[config.mk]
export PLATFORM = sky130hd
export DESIGN_NAME = utf8_stream_decoder
export DESIGN_NICKNAME = d
export VERILOG_FILES = /design/src/rtl/u8sd_pkg.sv /design/src/rtl/u8sd_input_stage.sv /design/src/rtl/u8sd_decode.sv /design/src/rtl/u8sd_output_stage.sv /design/src/rtl/utf8_stream_decoder.sv
export SDC_FILE = /design/constraint.sdc
export NUM_CORES = 1
export LEC_CHECK = 0
export ABC_AREA = 1
export BUFFER_PORTS_ARGS = -buffer_cell sky130_fd_sc_hd__buf_2
export CORE_MARGIN = 5
export CORE_UTILIZATION = 35
export CTS_BUF_LIST = sky130_fd_sc_hd__clkbuf_16
export DETAILED_ROUTE_END_ITERATION = 12
export REMOVE_ABC_BUFFERS = 1
export SYNTH_ARGS = -nofsm -noshare
export SYNTH_HDL_FRONTEND = slang
export SYNTH_SLANG_ARGS = --single-unit
[constraint.sdc]
create_clock -name clock -period 2.1 [get_ports clock]
set_input_delay 0.21 -clock clock [delete_from_list [all_inputs] [get_ports clock]]
set_output_delay 0.21 -clock clock [all_outputs]
set_load 0.02 [all_outputs]
[src/rtl/u8sd_pkg.sv]
// shared types, constants and a helper function for the utf-8 stream decoder
`timescale 1ns / 1ps
package u8sd_pkg;

   localparam int BYTE_W   = 8;
   localparam int POINT_W  = 21;
   localparam int DUE_W    = 2;
   localparam int LEN_W    = 3;
   localparam int VERD_W   = 2;
   localparam int RSP_DATA_W = 32;

   localparam logic [POINT_W-1:0] CP_MAX  = 21'h10FFFF;
   localparam logic [POINT_W-1:0] SURR_LO = 21'h00D800;
   localparam logic [POINT_W-1:0] SURR_HI = 21'h00DFFF;
   localparam logic [POINT_W-1:0] MIN_LEN2 = 21'h000080;
   localparam logic [POINT_W-1:0] MIN_LEN3 = 21'h000800;
   localparam logic [POINT_W-1:0] MIN_LEN4 = 21'h010000;

   localparam logic [LEN_W-1:0] SEQ_LEN2 = 3'd2;
   localparam logic [LEN_W-1:0] SEQ_LEN3 = 3'd3;
   localparam logic [LEN_W-1:0] SEQ_LEN4 = 3'd4;

   typedef enum logic [VERD_W-1:0] {
      VERDICT_OK    = 2'd0,
      VERDICT_TRUNC = 2'd1,
      VERDICT_BAD   = 2'd2
   } verdict_type;

   typedef struct packed {
      logic [POINT_W-1:0] code_point;
      logic               point_valid;
      verdict_type        verdict;
      logic [DUE_W-1:0]   missing_bytes;
      logic               string_done;
   } result_type;

   function automatic logic [POINT_W-1:0] min_for_length(input logic [LEN_W-1:0] len);
      logic [POINT_W-1:0] m;
      if (len == SEQ_LEN2) begin
         m = MIN_LEN2;
      end else if (len == SEQ_LEN3) begin
         m = MIN_LEN3;
      end else begin
         m = MIN_LEN4;
      end
      return m;
   endfunction

endpackage

[src/rtl/u8sd_input_stage.sv]
// input register for the incoming byte stream
`timescale 1ns / 1ps
module u8sd_input_stage (
   input  logic                        clock,
   input  logic                        reset,
   input  logic                        in_valid,
   output logic                        in_ready,
   input  logic [u8sd_pkg::BYTE_W-1:0] in_byte,
   input  logic                        in_last,
   input  logic                        downstream_ready,
   output logic                        hold_valid,
   output logic [u8sd_pkg::BYTE_W-1:0] hold_byte,
   output logic                        hold_last
);
   import u8sd_pkg::*;

   logic                valid_ff, valid_in;
   logic [BYTE_W-1:0]   byte_ff, byte_in;
   logic                last_ff, last_in;
   logic                load;

   assign in_ready = !valid_ff || downstream_ready;
   assign load     = in_valid && in_ready;

   always_comb begin
      valid_in = valid_ff;
      byte_in  = byte_ff;
      last_in  = last_ff;
      if (load) begin
         valid_in = 1'b1;
         byte_in  = in_byte;
         last_in  = in_last;
      end else if (downstream_ready) begin
         valid_in = 1'b0;
      end
   end

   always_ff @(posedge clock) begin
      if (reset) begin
         valid_ff <= 1'b0;
      end else begin
         valid_ff <= valid_in;
      end
      byte_ff <= byte_in;
      last_ff <= last_in;
   end

   assign hold_valid = valid_ff;
   assign hold_byte  = byte_ff;
   assign hold_last  = last_ff;

endmodule

[src/rtl/u8sd_decode.sv]
// sequence state and single-pass decode of one byte
`timescale 1ns / 1ps
module u8sd_decode (
   input  logic                        clock,
   input  logic                        reset,
   input  logic                        step,
   input  logic [u8sd_pkg::BYTE_W-1:0] in_byte,
   input  logic                        in_last,
   output logic                        fire,
   output u8sd_pkg::result_type        result
);
   import u8sd_pkg::*;

   logic [POINT_W-1:0] partial_ff, partial_in;
   logic [DUE_W-1:0]   due_ff, due_in;
   logic [LEN_W-1:0]   len_ff, len_in;
   logic               failed_ff, failed_in;
   logic [POINT_W-1:0] acc;
   logic [DUE_W-1:0]   due_dec;
   logic               have_point;
   logic [POINT_W-1:0] point;
   logic               bad_value;

   always_comb begin
      partial_in = partial_ff;
      due_in     = due_ff;
      len_in     = len_ff;
      failed_in  = failed_ff;
      have_point = 1'b0;
      point      = '0;
      acc        = {partial_ff[POINT_W-7:0], in_byte[5:0]};
      due_dec    = due_ff - 2'd1;
      bad_value  = (acc > CP_MAX) || ((acc >= SURR_LO) && (acc <= SURR_HI)) ||
                   (acc < min_for_length(len_ff));

      if (!failed_ff) begin
         if (due_ff == '0) begin
            unique case (in_byte) inside
               [8'h00:8'h7F]: begin
                  have_point = 1'b1;
                  point      = {{(POINT_W-BYTE_W){1'b0}}, in_byte};
               end
               [8'hC0:8'hDF]: begin
                  partial_in = {{(POINT_W-5){1'b0}}, in_byte[4:0]};
                  due_in     = 2'd1;
                  len_in     = SEQ_LEN2;
               end
               [8'hE0:8'hEF]: begin
                  partial_in = {{(POINT_W-4){1'b0}}, in_byte[3:0]};
                  due_in     = 2'd2;
                  len_in     = SEQ_LEN3;
               end
               [8'hF0:8'hF7]: begin
                  partial_in = {{(POINT_W-3){1'b0}}, in_byte[2:0]};
                  due_in     = 2'd3;
                  len_in     = SEQ_LEN4;
               end
               default: begin
                  failed_in = 1'b1;
               end
            endcase
         end else if (in_byte[7:6] != 2'b10) begin
            failed_in = 1'b1;
         end else begin
            partial_in = acc;
            due_in     = due_dec;
            if (due_dec == '0) begin
               if (bad_value) begin
                  failed_in = 1'b1;
               end else begin
                  have_point = 1'b1;
                  point      = acc;
               end
               partial_in = '0;
               len_in     = '0;
            end
         end
      end

      fire                 = have_point || in_last;
      result.code_point    = point;
      result.point_valid   = have_point;
      result.verdict       = VERDICT_OK;
      result.missing_bytes = '0;
      result.string_done   = in_last;
      if (in_last) begin
         if (failed_in) begin
            result.verdict = VERDICT_BAD;
         end else if (due_in != '0) begin
            result.verdict       = VERDICT_TRUNC;
            result.missing_bytes = due_in;
         end
         partial_in = '0;
         due_in     = '0;
         len_in     = '0;
         failed_in  = 1'b0;
      end
   end

   always_ff @(posedge clock) begin
      if (reset) begin
         partial_ff <= '0;
         due_ff     <= '0;
         len_ff     <= '0;
         failed_ff  <= 1'b0;
      end else if (step) begin
         partial_ff <= partial_in;
         due_ff     <= due_in;
         len_ff     <= len_in;
         failed_ff  <= failed_in;
      end
   end

endmodule

[src/rtl/u8sd_output_stage.sv]
// result register on the outgoing word stream
`timescale 1ns / 1ps
module u8sd_output_stage (
   input  logic                 clock,
   input  logic                 reset,
   input  logic                 load,
   input  u8sd_pkg::result_type load_result,
   output logic                 ready,
   output logic                 out_valid,
   input  logic                 out_ready,
   output u8sd_pkg::result_type out_result
);
   import u8sd_pkg::*;

   logic       valid_ff, valid_in;
   result_type result_ff, result_in;

   assign ready = !valid_ff || out_ready;

   always_comb begin
      valid_in  = valid_ff;
      result_in = result_ff;
      if (load) begin
         valid_in  = 1'b1;
         result_in = load_result;
      end else if (out_ready) begin
         valid_in = 1'b0;
      end
   end

   always_ff @(posedge clock) begin
      if (reset) begin
         valid_ff <= 1'b0;
      end else begin
         valid_ff <= valid_in;
      end
      result_ff <= result_in;
   end

   assign out_valid  = valid_ff;
   assign out_result = result_ff;

endmodule

[src/rtl/utf8_stream_decoder.sv]
// top level of the utf-8 stream decoder and validator
//
//   channel   dir   tdata                         tuser          tlast
//   req_      in    in_byte[7:0]                  -              last_byte
//   rsp_      out   code_point[20:0] verdict[22:21]
//                   missing_bytes[24:23] zero pad  point_valid    string_done
//
// one word per cycle sustained while rsp_tready stays high; a byte is held in the input register
// and its result then sits in the result register
// synchronous active-high reset clears the sequence state and both valid flags
// a stall on rsp_tready holds the result register and then the input register
// bytes that give no result leave the input register without touching rsp_
`timescale 1ns / 1ps
module utf8_stream_decoder (
   input  logic                              clock,
   input  logic                              reset,
   input  logic                              req_tvalid,
   output logic                              req_tready,
   input  logic [u8sd_pkg::BYTE_W-1:0]       req_tdata,  // in_byte
   input  logic                              req_tlast,  // last_byte
   output logic                              rsp_tvalid,
   input  logic                              rsp_tready,
   output logic [u8sd_pkg::RSP_DATA_W-1:0]   rsp_tdata,  // code_point, verdict, missing_bytes
   output logic                              rsp_tuser,  // point_valid
   output logic                              rsp_tlast   // string_done
);
   import u8sd_pkg::*;

   logic              hold_valid;
   logic [BYTE_W-1:0] hold_byte;
   logic              hold_last;
   logic              out_stage_ready;
   logic              step;
   logic              fire;
   result_type        dec_result;
   result_type        rsp_result;

   u8sd_input_stage u_input (
      .clock            (clock),
      .reset            (reset),
      .in_valid         (req_tvalid),
      .in_ready         (req_tready),
      .in_byte          (req_tdata),
      .in_last          (req_tlast),
      .downstream_ready (out_stage_ready),
      .hold_valid       (hold_valid),
      .hold_byte        (hold_byte),
      .hold_last        (hold_last)
   );

   assign step = hold_valid && out_stage_ready;

   u8sd_decode u_decode (
      .clock   (clock),
      .reset   (reset),
      .step    (step),
      .in_byte (hold_byte),
      .in_last (hold_last),
      .fire    (fire),
      .result  (dec_result)
   );

   u8sd_output_stage u_output (
      .clock       (clock),
      .reset       (reset),
      .load        (step && fire),
      .load_result (dec_result),
      .ready       (out_stage_ready),
      .out_valid   (rsp_tvalid),
      .out_ready   (rsp_tready),
      .out_result  (rsp_result)
   );

   assign rsp_tdata = {{(RSP_DATA_W-POINT_W-VERD_W-DUE_W){1'b0}},
                       rsp_result.missing_bytes,
                       rsp_result.verdict,
                       rsp_result.code_point};
   assign rsp_tuser = rsp_result.point_valid;
   assign rsp_tlast = rsp_result.string_done;

   // a word without a code point only closes a string
   a_nopoint_is_end: assert property (@(posedge clock) disable iff (reset)
      rsp_tvalid && !rsp_tuser |-> rsp_tlast && (rsp_result.code_point == '0))
      else $error("word without code point not at string end");

   // verdict and missing count only on the closing word
   a_verdict_at_end: assert property (@(posedge clock) disable iff (reset)
      rsp_tvalid && !rsp_tlast |-> (rsp_result.verdict == VERDICT_OK) &&
                                   (rsp_result.missing_bytes == '0))
      else $error("verdict reported before string end");

   // emitted code points are unicode scalar values
   a_scalar_value: assert property (@(posedge clock) disable iff (reset)
      rsp_tvalid && rsp_tuser |-> (rsp_result.code_point <= CP_MAX) &&
         ((rsp_result.code_point < SURR_LO) || (rsp_result.code_point > SURR_HI)))
      else $error("code point outside scalar range");

   // missing bytes go with a truncation verdict only
   a_missing_trunc: assert property (@(posedge clock) disable iff (reset)
      rsp_tvalid && (rsp_result.missing_bytes != '0) |->
         rsp_result.verdict == VERDICT_TRUNC)
      else $error("missing bytes without truncation");

endmodule
==> impl_results.md <==
* Maximum clock frequency at ~530 MHz
* Final setup fails at 0
* CP Data Required Time at between 2000 and 2500 ps
* Initial antenna violation count at 0
* Placed inst area at 0.002907 mm^2
* Via density at between 4 and 5
* Post-synth EDFFs at 36
* Clk_lat worst skew at roughly 330 ps
* Final instance area at roughly 0.0032 mm^2
* Hold depth at 1
* ANT cells at 0
* Mux cell area share after synthesis at 0%
* WHS Endpoint: u_input.hold_byte[4]$_DFFE_PP_
* Post_cts resized at 0
* Hold violation count in the final report at 0
* CTS tree: yes
* I/O Pins at between 40 and 50
* Critical path arrival at about 1900 ps
* Synth cell count leaders: 41 x inv_1, 40 x nand2_1, 36 x edfxtp_1, 36 x nor2_1, 25 x a21oi_1
* Total of max-cap violations at 0
* Row count at 31
* Worst-margin pin slew at around 540 ps
* Count leader, synth: inv_1
* Fraction of the mapped netlist area in compound gates at 13.18%
* GRT Resource Usage Total at between 10% and 20%
* Max-slew headroom at 64.12%
* Mapped Area at between 0.002 and 0.003 mm^2
* Largest family of logic cells by synthesized area: simple AND/OR/NAND/NOR gates
* Post-synth ARST share at 0%
* Root Buffer: clkbuf_16
* Number of I/O port buffers at about 40
* Xor/xnor share of the synthesized area at 0%
* Synth Flop Type: edfxtp_1
* Core Region at approximately 0.007 mm^2
* Reg2reg setup slack at between 200 and 250 ps
* CP Capture Type: flop
* Total power at roughly 2.8 mW
* FF-to-FF End: u_output.out_result[9]$_SDFFCE_PP0P_
* DRC at 0
* Post-synth top area share at a little over two fifths
* Antenna Nets Post-Route at 0
* Final Max Slew Viols at 0
* Simple-gate share of the synthesized area at between 10% and 20%
* DR vias at 1849
* # hold bufs at CTS at 0
* Initial drt markers at 63
* Layout cells sized above 1 at a little under a quarter
* Die Ht at 95.90 um
* Starting Density at ~36%
* Pleak at ~1.3 nW
* # nets final at 332
* Yosys warns at 0
* Syn Inst Count at between 200 and 300
* RSZ-0062 raised after global routing: no
* PD cells at 898.1 mW/mm^2
* Minimum clock period at about 1900 ps
* Horiz. Die Dim at approximately 96 um
* H-tree Lvls at 3
* P&R area growth vs syn at 22.72%
* Max VDD drop at 0.4655 mV
* Die area at 0.009197 mm^2
* Worst Setup SP: u_decode.due_ff[0]$_SDFFE_PP0P_
* GPL Wtd Cong at between 0.8 and 0.9
* Post-CTS Setup Inserts at 0
* Global-route wire length before repair at about 8000 um
* CTS buffer count at 9
* Clock Path Buffers at 2
* Total wire length at roughly 4900 um
* Library cells used by synthesis at 28
* Post-synthesis area per instance at 9.745 um^2
* Outcome: finished clean
* CP Launch Type: flop
* Crit Path Max Fanout at 21
* Sink Count at between 50 and 60
* Top post-synthesis cells by area: edfxtp_1 42%, dfxtp_1 18%, inv_1 6.0%
* Synth Area in Adders at a little under 2%
* Critical path class: reg -> reg
* Pre-Repair DR Iteration Count at 4
* Tightest Hold Check Type: in -> reg
* Register bit total from synthesis at 59
* Reg-to-Reg Start: u_decode.due_ff[0]$_SDFFE_PP0P_
* DR WL/cell at around 12 um
* HP Start: req_tdata[4]
* R2R depth at 10
* Post-synth top area cell: edfxtp_1
* Clock-pin slew on the worst setup and hold paths at ~50 ps
* Pin count of the biggest net entering global routing at 30
* GR Overflow Total at 0
* Clk_skew at slightly below 7 ps
* Vias in the first global route at about 1.7k
* Detail Placement HPWL at roughly 3600 um
* Sequential fraction of the synthesis area at approximately 60%
* Fin crit share at around nine tenths
registers in the layout (all words and copies together) (netlist names):
name                 cells
u_decode.due_ff          2
u_decode.failed_ff       1
u_decode.len_ff          3
u_decode.partial_ff     15
u_input.hold_byte        8
u_input.hold_last        1
u_input.hold_valid       1
u_output.out_result     27
u_output.out_valid       1
stage by stage:
stage	util, %	instances	TNS, ps	setup WS, ps	hold slack (ps)
4_1_cts	43.93	419	0	159.1	44.88
5_1_grt	43.93	419	0	37.93	44.47
2_1_floorplan	-	257	-8967	-332.1	279.1
6_report	43.93	419	0	215.1	52.56
3_3_place_gp	40.29	403	0	212.4	386.3
3_5_place_dp	40.29	403	0	186.9	388.1
per-layer routing:
metal / track usage, % / up-vias / part of all wire, %
li1: - / 968 / -
met1: 14.17 / 828 / 47
met2: 18.70 / 44 / 45
met3: 4.066 / 9 / 6.3
met4: 6.754 / 0 / 2.1
met5: 0 / - / 0
power breakdown:
group          internal (mW)  total [mW]  switching [mW]
clock network          0.780        1.27           0.494
registers               1.29        1.32          0.0293
logic                 0.0837       0.255           0.171
worst max-delay path by stage:
stage	cells past startpoint	end
finish	10	u_output.out_result[9]$_SDFFCE_PP0P_
global route	10	u_output.out_result[9]$_SDFFCE_PP0P_
CTS	11	u_output.out_result[11]$_SDFFCE_PP0P_
detailed placement	12	u_output.out_result[11]$_SDFFCE_PP0P_
global placement	11	u_output.out_result[3]$_SDFFCE_PP0P_
floorplan	9	u_output.out_result[0]$_DFFE_PP_
critical path, stage by stage, from the launching register on:
cell and delay, ps:
dfxtp_1 360, inv_1 70, ha_1 210, inv_1 80
nand2_1 80, nor3_1 160, nand3_1 160, nand3_1 100
nand2_1 80, inv_1 110, buf_12 170
logic make-up (layout without fill, tap and decap cells):
logic type,Yosys count,in the layout
simple gates,95,95
buf+inv,57,106
flops,59,59
compound gates,49,49
other cells,1,7
fa+ha+maj,4,4
area by class of cell:
class	count	area (um^2)
multi-input cells	155	804.5
fillers	730	4045
clock inverters	7	37.54
clock buffers	9	225.2
inverters	43	161.4
well taps	99	123.9
repair buffers	47	275.3
flip-flops and latches	59	1541
placed cells by master (no fill, tap or decap):
cell	netlist	layout
a211oi_1	5	5
a211oi_2	9	9
a21oi_1	25	25
a21oi_4	1	1
buf_12	0	2
buf_2	3	41
buf_4	7	4
clkbuf_16	0	9
clkinv_1	1	2
clkinv_2	0	2
clkinv_4	0	1
clkinvlp_4	0	1
conb_1	1	7
dfxtp_1	23	23
edfxtp_1	36	36
ha_1	4	4
inv_1	41	42
inv_2	1	2
nand2_1	40	40
nand2_2	1	1
nand3_1	9	9
nand4_1	2	2
nor2_1	36	36
nor2_2	1	1
nor3_1	5	5
nor3b_1	1	1
o211ai_1	1	1
o21ai_0	6	5
o21ai_1	1	2
o22ai_1	1	1
Power figures use the tool's default switching activity.
